==> config.mk <==
export PLATFORM = sky130hd
export DESIGN_NAME = gamepad_edge_repeat_qualifier_flat
export DESIGN_NICKNAME = d
export VERILOG_FILES = /design/src/rtl/core/gerq_pkg.sv /design/src/rtl/core/gerq_if.sv /design/src/rtl/core/gerq_stick_dir.sv /design/src/rtl/core/gerq_repeat_lane.sv /design/src/rtl/core/gamepad_edge_repeat_qualifier.sv /design/src/flat_wrapper.sv
export VERILOG_INCLUDE_DIRS = /design/src /design/src/rtl/core
export SDC_FILE = /design/constraint.sdc
export NUM_CORES = 2
export LEC_CHECK = 0
export ABC_AREA = 1
export BUFFER_PORTS_ARGS = -buffer_cell sky130_fd_sc_hd__buf_2
export CAP_MARGIN = 15
export CELL_PAD_IN_SITES_DETAIL_PLACEMENT = 1
export CELL_PAD_IN_SITES_GLOBAL_PLACEMENT = 2
export CORE_ASPECT_RATIO = 1.1
export CORE_MARGIN = 2
export CORE_UTILIZATION = 33
export CTS_BUF_LIST = sky130_fd_sc_hd__clkbuf_2
export DETAILED_ROUTE_END_ITERATION = 10
export GPL_ROUTABILITY_DRIVEN = 0
export GPL_TIMING_DRIVEN = 0
export PLACE_DENSITY = 0.83
export SYNTH_ARGS = -nofsm -noshare
export SYNTH_HDL_FRONTEND = slang
export SYNTH_SLANG_ARGS = --single-unit
export TNS_END_PERCENT = 30
==> constraint.sdc <==
create_clock -name clock -period 5.5 [get_ports clock]
set_clock_uncertainty 0.05 [all_clocks]
set_input_delay 0.55 -clock clock [delete_from_list [all_inputs] [get_ports clock]]
set_output_delay 0.55 -clock clock [all_outputs]
set_load 0.03 [all_outputs]
==> src/rtl/core/gamepad_edge_repeat_qualifier_macros.svh <==
// Assertion macros for the gamepad edge and repeat qualifier.
// Included by gamepad_edge_repeat_qualifier.sv, the RTL file that carries concurrent assertions; no other dependencies.
`ifndef GAMEPAD_EDGE_REPEAT_QUALIFIER_MACROS_SVH
`define GAMEPAD_EDGE_REPEAT_QUALIFIER_MACROS_SVH

// Same-cycle implication, sampled on the rising clock edge, off during reset.
`define GERQ_ASSERT_NOW(label, ante, cons, msg) \
   label: assert property (@(posedge clock) disable iff (reset) (ante) |-> (cons)) \
      else $error(msg);

// Next-cycle implication, sampled on the rising clock edge, off during reset.
`define GERQ_ASSERT_NEXT(label, ante, cons, msg) \
   label: assert property (@(posedge clock) disable iff (reset) (ante) |=> (cons)) \
      else $error(msg);

`endif

==> src/rtl/core/gerq_pkg.sv <==
// Package for the gamepad edge and repeat qualifier: widths, reset values,
// register indexes and direction codes. No dependencies.
`default_nettype none

package gerq_pkg;

   // Field widths
   localparam int ButtonW    = 16;
   localparam int AxisW      = 16;
   localparam int TimeW      = 32;
   localparam int DeadZoneW  = 15;
   localparam int IntervalW  = 16;
   localparam int ThresholdW = 16;
   localparam int CsrDataW   = 16;
   localparam int CsrIndexW  = 2;

   // Sticks and direction slots
   localparam int StickCount   = 2;
   localparam int AxisPairs    = 2;
   localparam int DirsPerStick = 4;
   localparam int DirSlots     = 8;

   // Direction bit positions within one stick
   localparam int DirUp    = 0;
   localparam int DirDown  = 1;
   localparam int DirLeft  = 2;
   localparam int DirRight = 3;

   // D-pad bits that the left stick sets in the button word
   localparam logic [ButtonW-1:0] PadUp    = 16'h0001;
   localparam logic [ButtonW-1:0] PadDown  = 16'h0002;
   localparam logic [ButtonW-1:0] PadLeft  = 16'h0004;
   localparam logic [ButtonW-1:0] PadRight = 16'h0008;

   // Register reset values
   localparam logic [DeadZoneW-1:0]  DeadZoneReset  = 15'd7849;
   localparam logic [IntervalW-1:0]  IntervalReset  = 16'd15;
   localparam logic [ThresholdW-1:0] ThresholdReset = 16'd3276;

   typedef enum logic [CsrIndexW-1:0] {
      CSR_DEAD_ZONE       = 2'd0,
      CSR_REPEAT_INTERVAL = 2'd1,
      CSR_STICK_THRESHOLD = 2'd2
   } csr_index_type;

   // Time reference shared by all repeat timers
   typedef struct packed {
      logic [TimeW-1:0]     now_ms;
      logic [IntervalW-1:0] interval;
   } time_ref_type;

endpackage

`default_nettype wire

==> src/rtl/core/gerq_if.sv <==
// Valid/ready channel interfaces for the poll input and the result output.
// Depends on gerq_pkg for field widths.
`default_nettype none

interface gerq_req_if;
   logic                                valid;
   logic                                ready;
   logic                                connected;
   logic [gerq_pkg::ButtonW-1:0]        buttons;
   logic signed [gerq_pkg::AxisW-1:0]   left_x;
   logic signed [gerq_pkg::AxisW-1:0]   left_y;
   logic signed [gerq_pkg::AxisW-1:0]   right_x;
   logic signed [gerq_pkg::AxisW-1:0]   right_y;
   logic [gerq_pkg::TimeW-1:0]          now_ms;

   modport source (
      output valid, connected, buttons, left_x, left_y, right_x, right_y, now_ms,
      input  ready
   );
   modport sink (
      input  valid, connected, buttons, left_x, left_y, right_x, right_y, now_ms,
      output ready
   );
endinterface

interface gerq_rsp_if;
   logic                                        valid;
   logic                                        ready;
   logic                                        pad_present;
   logic [gerq_pkg::ButtonW-1:0]                button_press;
   logic [gerq_pkg::ButtonW-1:0]                button_rise;
   logic [gerq_pkg::ButtonW-1:0]                button_fall;
   logic [gerq_pkg::ButtonW-1:0]                button_repeat;
   logic [gerq_pkg::DirSlots-1:0]               stick_press;
   logic [gerq_pkg::DirSlots-1:0]               stick_rise;
   logic [gerq_pkg::DirSlots-1:0]               stick_fall;
   logic [gerq_pkg::DirSlots-1:0]               stick_repeat;

   modport source (
      output valid, pad_present, button_press, button_rise, button_fall, button_repeat,
             stick_press, stick_rise, stick_fall, stick_repeat,
      input  ready
   );
   modport sink (
      input  valid, pad_present, button_press, button_rise, button_fall, button_repeat,
             stick_press, stick_rise, stick_fall, stick_repeat,
      output ready
   );
endinterface

`default_nettype wire

==> src/rtl/core/gerq_stick_dir.sv <==
// Sorts one stick into up, down, left or right by its dominant axis.
// Depends on gerq_pkg for widths and direction bit positions.
`default_nettype none

module gerq_stick_dir (
   input  logic signed [gerq_pkg::AxisW-1:0]      axis_x,
   input  logic signed [gerq_pkg::AxisW-1:0]      axis_y,
   input  logic [gerq_pkg::ThresholdW-1:0]        threshold,
   output logic [gerq_pkg::DirsPerStick-1:0]      dir
);

   logic [gerq_pkg::AxisW:0] mag_x;
   logic [gerq_pkg::AxisW:0] mag_y;
   logic [gerq_pkg::AxisW:0] mag_max;
   logic                     over;

   // Magnitudes carry one extra bit so that the most negative value fits.
   assign mag_x   = axis_x[gerq_pkg::AxisW-1] ? ({(gerq_pkg::AxisW+1){1'b0}} - {axis_x[gerq_pkg::AxisW-1], axis_x})
                                             : {1'b0, axis_x};
   assign mag_y   = axis_y[gerq_pkg::AxisW-1] ? ({(gerq_pkg::AxisW+1){1'b0}} - {axis_y[gerq_pkg::AxisW-1], axis_y})
                                             : {1'b0, axis_y};
   assign mag_max = (mag_x > mag_y) ? mag_x : mag_y;
   assign over    = mag_max > {1'b0, threshold};

   always_comb begin
      dir = '0;
      priority if (!over) begin
         dir = '0;
      end else if (mag_y > mag_x) begin
         if (!axis_y[gerq_pkg::AxisW-1]) dir[gerq_pkg::DirUp] = 1'b1;
         else dir[gerq_pkg::DirDown] = 1'b1;
      end else if (mag_x > mag_y) begin
         if (!axis_x[gerq_pkg::AxisW-1]) dir[gerq_pkg::DirRight] = 1'b1;
         else dir[gerq_pkg::DirLeft] = 1'b1;
      end else begin
         // An exact diagonal selects no direction.
         dir = '0;
      end
   end

endmodule

`default_nettype wire

==> src/rtl/core/gerq_repeat_lane.sv <==
// One auto-repeat timer: fires when active and the wrapped elapsed time exceeds
// the interval, then restarts from the current time. Depends on gerq_pkg.
`default_nettype none

module gerq_repeat_lane (
   input  logic                       clock,
   input  logic                       reset,
   input  logic                       advance,
   input  logic                       active,
   input  gerq_pkg::time_ref_type     time_ref,
   output logic                       fire
);

   logic [gerq_pkg::TimeW-1:0] last_ff;
   logic [gerq_pkg::TimeW-1:0] last_in;
   logic [gerq_pkg::TimeW-1:0] elapsed;

   assign elapsed = time_ref.now_ms - last_ff;
   assign fire    = active
                    && (elapsed > {{(gerq_pkg::TimeW-gerq_pkg::IntervalW){1'b0}}, time_ref.interval});
   assign last_in = (advance && fire) ? time_ref.now_ms : last_ff;

   always_ff @(posedge clock) begin
      if (reset) begin
         last_ff <= '0;
      end else begin
         last_ff <= last_in;
      end
   end

endmodule

`default_nettype wire

==> src/rtl/core/gamepad_edge_repeat_qualifier.sv <==
// A transaction accepted into the input register reaches rsp_chan from the result register.
// Throughput: one transaction per cycle, set by the single compute step between the
// input register and the result register; while a result waits, both registers hold
// and the request channel stalls as soon as the input register is full.
// Reset (synchronous, active high) empties both stages, clears edge history and repeat
// timers, and loads the configuration registers with their documented defaults.
`default_nettype none
`include "gamepad_edge_repeat_qualifier_macros.svh"

module gamepad_edge_repeat_qualifier (
   input  logic                               clock,
   input  logic                               reset,
   gerq_req_if.sink                           req_chan,
   gerq_rsp_if.source                         rsp_chan,
   input  logic                               csr_we,
   input  logic [gerq_pkg::CsrIndexW-1:0]     csr_index,
   input  logic [gerq_pkg::CsrDataW-1:0]      csr_wdata
);

   // ------------------------------------------------------------------
   // Configuration registers; the compute step reads them directly.
   // Software must write them only while the block is idle (unchecked).
   // ------------------------------------------------------------------
   logic [gerq_pkg::DeadZoneW-1:0]  dead_zone_ff;
   logic [gerq_pkg::IntervalW-1:0]  repeat_interval_ff;
   logic [gerq_pkg::ThresholdW-1:0] stick_threshold_ff;

   always_ff @(posedge clock) begin
      if (reset) begin
         dead_zone_ff       <= gerq_pkg::DeadZoneReset;
         repeat_interval_ff <= gerq_pkg::IntervalReset;
         stick_threshold_ff <= gerq_pkg::ThresholdReset;
      end else if (csr_we) begin
         unique case (csr_index)
            gerq_pkg::CSR_DEAD_ZONE:
               dead_zone_ff <= csr_wdata[gerq_pkg::DeadZoneW-1:0];
            gerq_pkg::CSR_REPEAT_INTERVAL:
               repeat_interval_ff <= csr_wdata[gerq_pkg::IntervalW-1:0];
            gerq_pkg::CSR_STICK_THRESHOLD:
               stick_threshold_ff <= csr_wdata[gerq_pkg::ThresholdW-1:0];
            default: begin
               // Writes to unused indexes are dropped.
            end
         endcase
      end
   end

   // ------------------------------------------------------------------
   // Input register. It takes a new transaction whenever it is empty or
   // its current contents move on to the result register in this cycle.
   // ------------------------------------------------------------------
   logic                                in_valid_ff;
   logic                                in_connected_ff;
   logic [gerq_pkg::ButtonW-1:0]        in_buttons_ff;
   logic signed [gerq_pkg::AxisW-1:0]   in_left_x_ff;
   logic signed [gerq_pkg::AxisW-1:0]   in_left_y_ff;
   logic signed [gerq_pkg::AxisW-1:0]   in_right_x_ff;
   logic signed [gerq_pkg::AxisW-1:0]   in_right_y_ff;
   logic [gerq_pkg::TimeW-1:0]          in_now_ms_ff;

   logic rsp_valid_ff;
   logic advance;
   logic req_accept;

   // The compute step fires when the input register holds a poll and the
   // result register is free or being emptied at this edge.
   assign advance        = in_valid_ff && (!rsp_valid_ff || rsp_chan.ready);
   assign req_chan.ready = !in_valid_ff || advance;
   assign req_accept     = req_chan.valid && req_chan.ready;

   always_ff @(posedge clock) begin
      if (reset) begin
         in_valid_ff <= 1'b0;
      end else if (req_chan.ready) begin
         in_valid_ff <= req_chan.valid;
      end
   end

   always_ff @(posedge clock) begin
      if (req_accept) begin
         in_connected_ff <= req_chan.connected;
         in_buttons_ff   <= req_chan.buttons;
         in_left_x_ff    <= req_chan.left_x;
         in_left_y_ff    <= req_chan.left_y;
         in_right_x_ff   <= req_chan.right_x;
         in_right_y_ff   <= req_chan.right_y;
         in_now_ms_ff    <= req_chan.now_ms;
      end
   end

   // ------------------------------------------------------------------
   // Stick directions. Each stick with axes gets its own classifier; any
   // direction slots beyond the configured stick count stay inactive.
   // ------------------------------------------------------------------
   logic signed [gerq_pkg::AxisW-1:0] axis_x [gerq_pkg::AxisPairs];
   logic signed [gerq_pkg::AxisW-1:0] axis_y [gerq_pkg::AxisPairs];
   logic [gerq_pkg::DirSlots-1:0]     dirs_raw;
   logic [gerq_pkg::DirSlots-1:0]     dirs;

   assign axis_x[0] = in_left_x_ff;
   assign axis_y[0] = in_left_y_ff;
   assign axis_x[1] = in_right_x_ff;
   assign axis_y[1] = in_right_y_ff;

   for (genvar s = 0; s < gerq_pkg::AxisPairs; s++) begin : g_stick
      if (s < gerq_pkg::StickCount) begin : g_used
         gerq_stick_dir u_stick_dir (
            .axis_x    (axis_x[s]),
            .axis_y    (axis_y[s]),
            .threshold (stick_threshold_ff),
            .dir       (dirs_raw[s*gerq_pkg::DirsPerStick +: gerq_pkg::DirsPerStick])
         );
      end else begin : g_unused
         assign dirs_raw[s*gerq_pkg::DirsPerStick +: gerq_pkg::DirsPerStick] = '0;
      end
   end

   // A disconnected poll shows no directions at all.
   assign dirs = in_connected_ff ? dirs_raw : '0;

   // ------------------------------------------------------------------
   // Button word with the left stick's dead-zone crossings as d-pad bits.
   // The comparisons are signed and one bit wider than the axes, so that
   // the negated dead zone always fits.
   // ------------------------------------------------------------------
   logic signed [gerq_pkg::AxisW:0]  dz_pos;
   logic signed [gerq_pkg::AxisW:0]  dz_neg;
   logic signed [gerq_pkg::AxisW:0]  lx_ext;
   logic signed [gerq_pkg::AxisW:0]  ly_ext;
   logic [gerq_pkg::ButtonW-1:0]     dpad_word;
   logic [gerq_pkg::ButtonW-1:0]     button_word;

   assign dz_pos = signed'({{(gerq_pkg::AxisW+1-gerq_pkg::DeadZoneW){1'b0}}, dead_zone_ff});
   assign dz_neg = -dz_pos;
   assign lx_ext = signed'({in_left_x_ff[gerq_pkg::AxisW-1], in_left_x_ff});
   assign ly_ext = signed'({in_left_y_ff[gerq_pkg::AxisW-1], in_left_y_ff});

   always_comb begin
      dpad_word = '0;
      priority if (ly_ext >= dz_pos) dpad_word = dpad_word | gerq_pkg::PadUp;
      else if (ly_ext <= dz_neg) dpad_word = dpad_word | gerq_pkg::PadDown;
      else dpad_word = dpad_word;
      priority if (lx_ext <= dz_neg) dpad_word = dpad_word | gerq_pkg::PadLeft;
      else if (lx_ext >= dz_pos) dpad_word = dpad_word | gerq_pkg::PadRight;
      else dpad_word = dpad_word;
   end

   assign button_word = in_buttons_ff | dpad_word;

   // ------------------------------------------------------------------
   // Repeat timers: one for the whole button word and one per direction
   // slot. Each only restarts when its own pulse fires in a compute step.
   // ------------------------------------------------------------------
   gerq_pkg::time_ref_type        time_ref;
   logic                          button_fire;
   logic [gerq_pkg::DirSlots-1:0] dir_fire;

   assign time_ref.now_ms   = in_now_ms_ff;
   assign time_ref.interval = repeat_interval_ff;

   gerq_repeat_lane u_button_lane (
      .clock    (clock),
      .reset    (reset),
      .advance  (advance),
      .active   (in_connected_ff && (button_word != '0)),
      .time_ref (time_ref),
      .fire     (button_fire)
   );

   for (genvar d = 0; d < gerq_pkg::DirSlots; d++) begin : g_dir_lane
      gerq_repeat_lane u_dir_lane (
         .clock    (clock),
         .reset    (reset),
         .advance  (advance),
         .active   (dirs[d]),
         .time_ref (time_ref),
         .fire     (dir_fire[d])
      );
   end

   // ------------------------------------------------------------------
   // Edge history. It moves only on connected polls, so a dropped poll
   // leaves the previous words untouched.
   // ------------------------------------------------------------------
   logic [gerq_pkg::ButtonW-1:0]  prev_button_ff;
   logic [gerq_pkg::ButtonW-1:0]  prev_button_in;
   logic [gerq_pkg::DirSlots-1:0] prev_dirs_ff;
   logic [gerq_pkg::DirSlots-1:0] prev_dirs_in;
   logic                          history_load;

   assign history_load   = advance && in_connected_ff;
   assign prev_button_in = history_load ? button_word : prev_button_ff;
   assign prev_dirs_in   = history_load ? dirs : prev_dirs_ff;

   always_ff @(posedge clock) begin
      if (reset) begin
         prev_button_ff <= '0;
         prev_dirs_ff   <= '0;
      end else begin
         prev_button_ff <= prev_button_in;
         prev_dirs_ff   <= prev_dirs_in;
      end
   end

   // ------------------------------------------------------------------
   // Result register. Every field is forced to zero for a disconnected
   // poll; pad_present simply echoes the connected flag.
   // ------------------------------------------------------------------
   logic                          rsp_present_ff;
   logic [gerq_pkg::ButtonW-1:0]  rsp_press_ff;
   logic [gerq_pkg::ButtonW-1:0]  rsp_rise_ff;
   logic [gerq_pkg::ButtonW-1:0]  rsp_fall_ff;
   logic [gerq_pkg::ButtonW-1:0]  rsp_repeat_ff;
   logic [gerq_pkg::DirSlots-1:0] rsp_stick_press_ff;
   logic [gerq_pkg::DirSlots-1:0] rsp_stick_rise_ff;
   logic [gerq_pkg::DirSlots-1:0] rsp_stick_fall_ff;
   logic [gerq_pkg::DirSlots-1:0] rsp_stick_repeat_ff;

   logic [gerq_pkg::ButtonW-1:0]  press_in;
   logic [gerq_pkg::ButtonW-1:0]  rise_in;
   logic [gerq_pkg::ButtonW-1:0]  fall_in;
   logic [gerq_pkg::ButtonW-1:0]  repeat_in;

   assign press_in  = in_connected_ff ? button_word : '0;
   assign rise_in   = in_connected_ff ? (button_word & ~prev_button_ff) : '0;
   assign fall_in   = in_connected_ff ? (~button_word & prev_button_ff) : '0;
   assign repeat_in = button_fire ? button_word : '0;

   always_ff @(posedge clock) begin
      if (reset) begin
         rsp_valid_ff <= 1'b0;
      end else if (!rsp_valid_ff || rsp_chan.ready) begin
         rsp_valid_ff <= in_valid_ff;
      end
   end

   always_ff @(posedge clock) begin
      if (advance) begin
         rsp_present_ff      <= in_connected_ff;
         rsp_press_ff        <= press_in;
         rsp_rise_ff         <= rise_in;
         rsp_fall_ff         <= fall_in;
         rsp_repeat_ff       <= repeat_in;
         rsp_stick_press_ff  <= dirs;
         rsp_stick_rise_ff   <= in_connected_ff ? (dirs & ~prev_dirs_ff) : '0;
         rsp_stick_fall_ff   <= in_connected_ff ? (~dirs & prev_dirs_ff) : '0;
         rsp_stick_repeat_ff <= dir_fire;
      end
   end

   assign rsp_chan.valid         = rsp_valid_ff;
   assign rsp_chan.pad_present   = rsp_present_ff;
   assign rsp_chan.button_press  = rsp_press_ff;
   assign rsp_chan.button_rise   = rsp_rise_ff;
   assign rsp_chan.button_fall   = rsp_fall_ff;
   assign rsp_chan.button_repeat = rsp_repeat_ff;
   assign rsp_chan.stick_press   = rsp_stick_press_ff;
   assign rsp_chan.stick_rise    = rsp_stick_rise_ff;
   assign rsp_chan.stick_fall    = rsp_stick_fall_ff;
   assign rsp_chan.stick_repeat  = rsp_stick_repeat_ff;

   // ------------------------------------------------------------------
   // Assertions
   // ------------------------------------------------------------------

   // A disconnected poll must give an all-zero result.
   `GERQ_ASSERT_NOW(a_absent_zero, rsp_valid_ff && !rsp_present_ff, (rsp_press_ff == '0) && (rsp_rise_ff == '0) && (rsp_fall_ff == '0) && (rsp_repeat_ff == '0) && (rsp_stick_press_ff == '0) && (rsp_stick_repeat_ff == '0), "disconnected poll gave a non-zero result")

   // A stick shows at most one direction at a time.
   `GERQ_ASSERT_NOW(a_one_dir, rsp_valid_ff, $onehot0(rsp_stick_press_ff[3:0]) && $onehot0(rsp_stick_press_ff[7:4]), "stick shows more than one direction")

   // Repeat pulses only appear on bits that are held.
   `GERQ_ASSERT_NOW(a_repeat_held, rsp_valid_ff, ((rsp_repeat_ff & ~rsp_press_ff) == '0) && ((rsp_stick_repeat_ff & ~rsp_stick_press_ff) == '0), "repeat pulse on a bit that is not held")

   // A connected poll that completes becomes the edge history for the next one.
   `GERQ_ASSERT_NEXT(a_history, history_load, (prev_button_ff == $past(button_word)) && (prev_dirs_ff == $past(dirs)), "edge history did not follow the last connected poll")

endmodule

`default_nettype wire

==> src/flat_wrapper.sv <==
// flat-port wrapper written by rule: the top's interface ports become plain ports
module gamepad_edge_repeat_qualifier_flat 
  (clock, reset, csr_we, csr_index, csr_wdata, req_chan_valid, req_chan_connected, req_chan_buttons, req_chan_left_x, req_chan_left_y, req_chan_right_x, req_chan_right_y, req_chan_now_ms, req_chan_ready, rsp_chan_valid, rsp_chan_pad_present, rsp_chan_button_press, rsp_chan_button_rise, rsp_chan_button_fall, rsp_chan_button_repeat, rsp_chan_stick_press, rsp_chan_stick_rise, rsp_chan_stick_fall, rsp_chan_stick_repeat, rsp_chan_ready);
  gerq_req_if req_chan_i ();
  gerq_rsp_if rsp_chan_i ();
  input  logic clock;
  input  logic reset;
  input  logic csr_we;
  input  logic [gerq_pkg::CsrIndexW-1:0] csr_index;
  input  logic [gerq_pkg::CsrDataW-1:0] csr_wdata;
  input wire logic [$bits(req_chan_i.valid)-1:0] req_chan_valid;
  input wire logic [$bits(req_chan_i.connected)-1:0] req_chan_connected;
  input wire logic [$bits(req_chan_i.buttons)-1:0] req_chan_buttons;
  input wire logic [$bits(req_chan_i.left_x)-1:0] req_chan_left_x;
  input wire logic [$bits(req_chan_i.left_y)-1:0] req_chan_left_y;
  input wire logic [$bits(req_chan_i.right_x)-1:0] req_chan_right_x;
  input wire logic [$bits(req_chan_i.right_y)-1:0] req_chan_right_y;
  input wire logic [$bits(req_chan_i.now_ms)-1:0] req_chan_now_ms;
  output wire logic [$bits(req_chan_i.ready)-1:0] req_chan_ready;
  output wire logic [$bits(rsp_chan_i.valid)-1:0] rsp_chan_valid;
  output wire logic [$bits(rsp_chan_i.pad_present)-1:0] rsp_chan_pad_present;
  output wire logic [$bits(rsp_chan_i.button_press)-1:0] rsp_chan_button_press;
  output wire logic [$bits(rsp_chan_i.button_rise)-1:0] rsp_chan_button_rise;
  output wire logic [$bits(rsp_chan_i.button_fall)-1:0] rsp_chan_button_fall;
  output wire logic [$bits(rsp_chan_i.button_repeat)-1:0] rsp_chan_button_repeat;
  output wire logic [$bits(rsp_chan_i.stick_press)-1:0] rsp_chan_stick_press;
  output wire logic [$bits(rsp_chan_i.stick_rise)-1:0] rsp_chan_stick_rise;
  output wire logic [$bits(rsp_chan_i.stick_fall)-1:0] rsp_chan_stick_fall;
  output wire logic [$bits(rsp_chan_i.stick_repeat)-1:0] rsp_chan_stick_repeat;
  input wire logic [$bits(rsp_chan_i.ready)-1:0] rsp_chan_ready;
  assign req_chan_i.valid = req_chan_valid;
  assign req_chan_i.connected = req_chan_connected;
  assign req_chan_i.buttons = req_chan_buttons;
  assign req_chan_i.left_x = req_chan_left_x;
  assign req_chan_i.left_y = req_chan_left_y;
  assign req_chan_i.right_x = req_chan_right_x;
  assign req_chan_i.right_y = req_chan_right_y;
  assign req_chan_i.now_ms = req_chan_now_ms;
  assign req_chan_ready = req_chan_i.ready;
  assign rsp_chan_valid = rsp_chan_i.valid;
  assign rsp_chan_pad_present = rsp_chan_i.pad_present;
  assign rsp_chan_button_press = rsp_chan_i.button_press;
  assign rsp_chan_button_rise = rsp_chan_i.button_rise;
  assign rsp_chan_button_fall = rsp_chan_i.button_fall;
  assign rsp_chan_button_repeat = rsp_chan_i.button_repeat;
  assign rsp_chan_stick_press = rsp_chan_i.stick_press;
  assign rsp_chan_stick_rise = rsp_chan_i.stick_rise;
  assign rsp_chan_stick_fall = rsp_chan_i.stick_fall;
  assign rsp_chan_stick_repeat = rsp_chan_i.stick_repeat;
  assign rsp_chan_i.ready = rsp_chan_ready;
  gamepad_edge_repeat_qualifier u_core (.clock(clock), .reset(reset), .req_chan(req_chan_i), .rsp_chan(rsp_chan_i), .csr_we(csr_we), .csr_index(csr_index), .csr_wdata(csr_wdata));
endmodule
==> out/qor.yml <==
timing:
  tightest_slew_ns: 1.37
  rsz0062_at_grt: "true"
  fin_crit_sh: 1.18
  fmax_mhz: 155
  min_period_ns: 6.47
  finalHoldViolCount: 0
  finalWorstSetupSlack_ns: -0.970
  report.final.slew_viol_count: 0
  relSlewSlack: 0.0841
  setup_viol: 341
yosys:
  ys_warn_count: 0
  avgSynthCellArea_sq_um: 6.51
  yosysSeqAreaShare: 0.267
  ys_types: 60
  netlist_area_sq_mm: 0.0508
  synth_top_flop_cell: "dfxtp_1"
  syn_inst: 7797
  synth_edf_count: 210
  async_flop_share: 0
  synth_seq_cells: 571
power_and_ir_drop:
  leakagePower_nw: 30.6
  p_switching_mw: 6.06
  p_total_mw: 13.9
  combPwrFrac: 0.384
  switching_share: 0.436
  vdd_ir_drop_max_uv: 184
  power_frac_seq: 0.345
  p_int_mw: 7.85
  p_per_area_mw_per_mm2: 214
  pwr-share-clk: 0.271
final_layout:
  mostFrequentLayoutCell: "nand2_1"
  largest_reg_flops: 256
  final_cell_mix: "2039 x nand2_1, 1134 x inv_1, 856 x nor2_1, 541 x a21oi_1, 539 x ha_1"
  top_register: "u_core.g_dir_lane.u_dir_lane.last_ff"
  finalNetCount: 9483
  drive_gt1_frac: 0.152
  area_delta_synth_final_pct: 28.2
  fin_cells: 11000
  nFillCells: 19800
  final_area_sq_mm: 0.0651
  reg_top3: "u_core.g_dir_lane.u_dir_lane.last_ff (256), u_core.in_now_ms_ff (32), u_core.u_button_lane.last_ff (32)"
worst_setup_path:
  worst_path_most_repeated_cell: "nand2_2"
  worst_ep_arrival_time_ns: 7.81
  critical-path-top-delay-family: "simple AND/OR/NAND/NOR gates"
  ff2ff_setup_slack_ns: -0.97
  slowest_stage: "edfxtp_1"
  crit_path_end_kind: "register"
  startpoint_type: "register"
  worstSetupStartpoint: "u_core.in_left_y_ff[1]"
  critPathKind: "reg -> reg"
  cp_num_buf_inv: 10
  r2r-end: "u_core.g_dir_lane[2].u_dir_lane.last_ff[28]"
  cp_max_fo: 8
  cpPeakStageDelay_ns: 0.50
  r2r_start: "u_core.in_left_y_ff[1]"
  cp.required_ns: 6.84
  reg2regPathDepth: 36
clocking:
  cts.sinks: 571
  cts_buffers: 167
  h-tree-depth: 4
  clkTransAtPathRegs_ns: 0.19
  clock_latency_ns: 1.74
  cts_max_path_buffers: 3
  cts_root_buf: "clkbuf_2"
  cts_tree: "done"
global_routing:
  met2_usage: 0.524
  busiest_layer: "met2"
  use_met3: 0.0553
  grt.met1_usage: 0.384
  grt_max_degree: 82
  first_global_vias: 59400
  grt_first_pass_wirelength_microns: 369000
  antenna_found_initial: 13
  grtUsageTotal: 0.314
  overflow: 0
die:
  dieArea_sq_mm: 0.157
  die_w_microns: 378
  num_rows: 150
  dieHeight_microns: 415
  initial_core_util: 0.333
  core_area_sq_mm: 0.152
  boundaryPins: 235
placement:
  hpwl_microns: 183000
  dpl-instance-area_sq_mm: 0.0558
  dp_cells: 10100
  portBuffers: 234
route:
  wl_per_cell_microns: 23.9
  drc: 0
  drt-vias-per-instance: 5.31
  first_iter_violations: 4386
  first_pass_iters: 8
  vias: 58300
  routed_wl_microns: 263000
  ant_nets: 0
worst_hold_path:
  min_from: "req_chan_now_ms[7]"
  hp-class: "in -> reg"
  holdPathStages: 3
  holdPathEnd: "u_core.in_now_ms_ff[7]"
run_status:
  status: "complete, but fails checks"
  violations: "negative setup slack"
job:
  maxCapViolations: 0
## synth_stat cells (11+ instances only)
library cell | n | area, sq um
o21ai_1 | 11 | 55.1
dfxtp_1 | 361 | 7230
nand2_1 | 2128 | 7990
o21bai_1 | 35 | 263
nor3_1 | 112 | 561
nand4_1 | 241 | 1510
nand2_2 | 54 | 338
o211ai_1 | 25 | 188
buf_2 | 38 | 190
a21o_1 | 18 | 135
inv_1 | 1187 | 4460
edfxtp_1 | 210 | 6310
o21a_1 | 15 | 113
buf_6 | 36 | 405
clkinv_1 | 66 | 248
a21oi_1 | 595 | 2980
xor2_1 | 181 | 1590
nor2_1 | 901 | 3380
buf_4 | 22 | 165
inv_2 | 20 | 75.1
nor2_2 | 31 | 194
clkbuf_1 | 83 | 312
ha_1 | 556 | 6960
xnor2_1 | 27 | 236
nand3b_1 | 41 | 308
nand3_1 | 436 | 2180
o21ai_0 | 254 | 1270
## layout make-up
class	count	area, sq um	share of cell area
Antenna cell	4	10.0	0.000154
Buffer	180	1550	0.0238
Clock buffer	238	1190	0.0183
Clock inverter	71	434	0.00667
Inverter	1273	4820	0.0740
Multi-Input combinational cell	5771	33100	0.509
Sequential cell	571	13500	0.208
Tap cell	2052	2570	0.0395
Timing Repair Buffer	818	7870	0.121
## cell families (layout without fill, tap and decap cells)
group | count (synthesis) | in the layout | synth area share
and+or+nand+nor | 4012 | 4012 | 0.337
buffers and inverters | 1457 | 2580 | 0.117
AOI/OAI and AO/OA | 982 | 982 | 0.103
DFF | 571 | 571 | 0.267
adders and majority gates | 565 | 565 | 0.141
xor gates and xnor gates | 208 | 208 | 0.0359
other | 2 | 8 | 0.000148
## repair_timing
| item | CTS | global route |
|---|---|---|
| buffers inserted | 75 | 53 |
| hold buffers | 390 | 0 |
| gates cloned | 11 | 6 |
| hold endpoints to repair | 476 | 0 |
| endpoints found under the setup margin | 296 | 325 |
| gates resized for setup | 320 | 339 |
| pin swaps | 173 | 165 |
## how the worst max path moves through the flow
| stage | cells past startpoint | slack, ns | end |
|---|---|---|---|
| 3_3_place_gp | 7 | -2.66 | u_core.rsp_chan.stick_repeat[2] |
| 3_5_place_dp | 32 | -2.03 | u_core.rsp_chan.stick_repeat[1] |
| 6_report | 36 | -0.97 | u_core.g_dir_lane[2].u_dir_lane.last_ff[28] |
| 5_1_grt | 38 | -1.00 | u_core.g_dir_lane[6].u_dir_lane.last_ff[25] |
| 4_1_cts | 36 | -0.27 | u_core.g_dir_lane[2].u_dir_lane.last_ff[28] |
| 2_1_floorplan | 32 | 0.14 | u_core.g_dir_lane[5].u_dir_lane.last_ff[10] |
## power by group through the flow
stage	clock [mW]	sequential [mW]	combinational, mW
after detailed placement	0	4.86	4.39
after floorplan	0	4.85	2.80
after global placement	0	4.95	4.06
after global routing	4.01	4.80	5.82
after CTS	3.70	4.77	4.85
final	3.77	4.79	5.34
## worst min-delay path, stage by stage
cell and delay [ns]:
dlygate4sd3_1 0.52, buf_2 0.10, dlygate4sd3_1 0.56
## through the flow
step / worst slack, ns / utilization / setup TNS (ns) / hold WS [ns]
3_5_place_dp: -2.03 / 0.366 / -449.08 / 0.382
2_1_floorplan: 0.141 / - / 0 / 0.371
4_1_cts: -0.270 / 0.415 / -30.11 / 0.000616
6_report: -0.970 / 0.427 / -219.38 / 0.169
3_3_place_gp: -2.66 / 0.358 / -687.37 / 0.388
5_1_grt: -1.00 / 0.427 / -252.64 / 0.167
## routing by layer
metal | routed length, microns | share of wire
met5 | 27 | 0.00010
met4 | 17600 | 0.067
met3 | 19300 | 0.074
met2 | 121000 | 0.46
met1 | 105000 | 0.40
(Power assumes the default switching activity.)
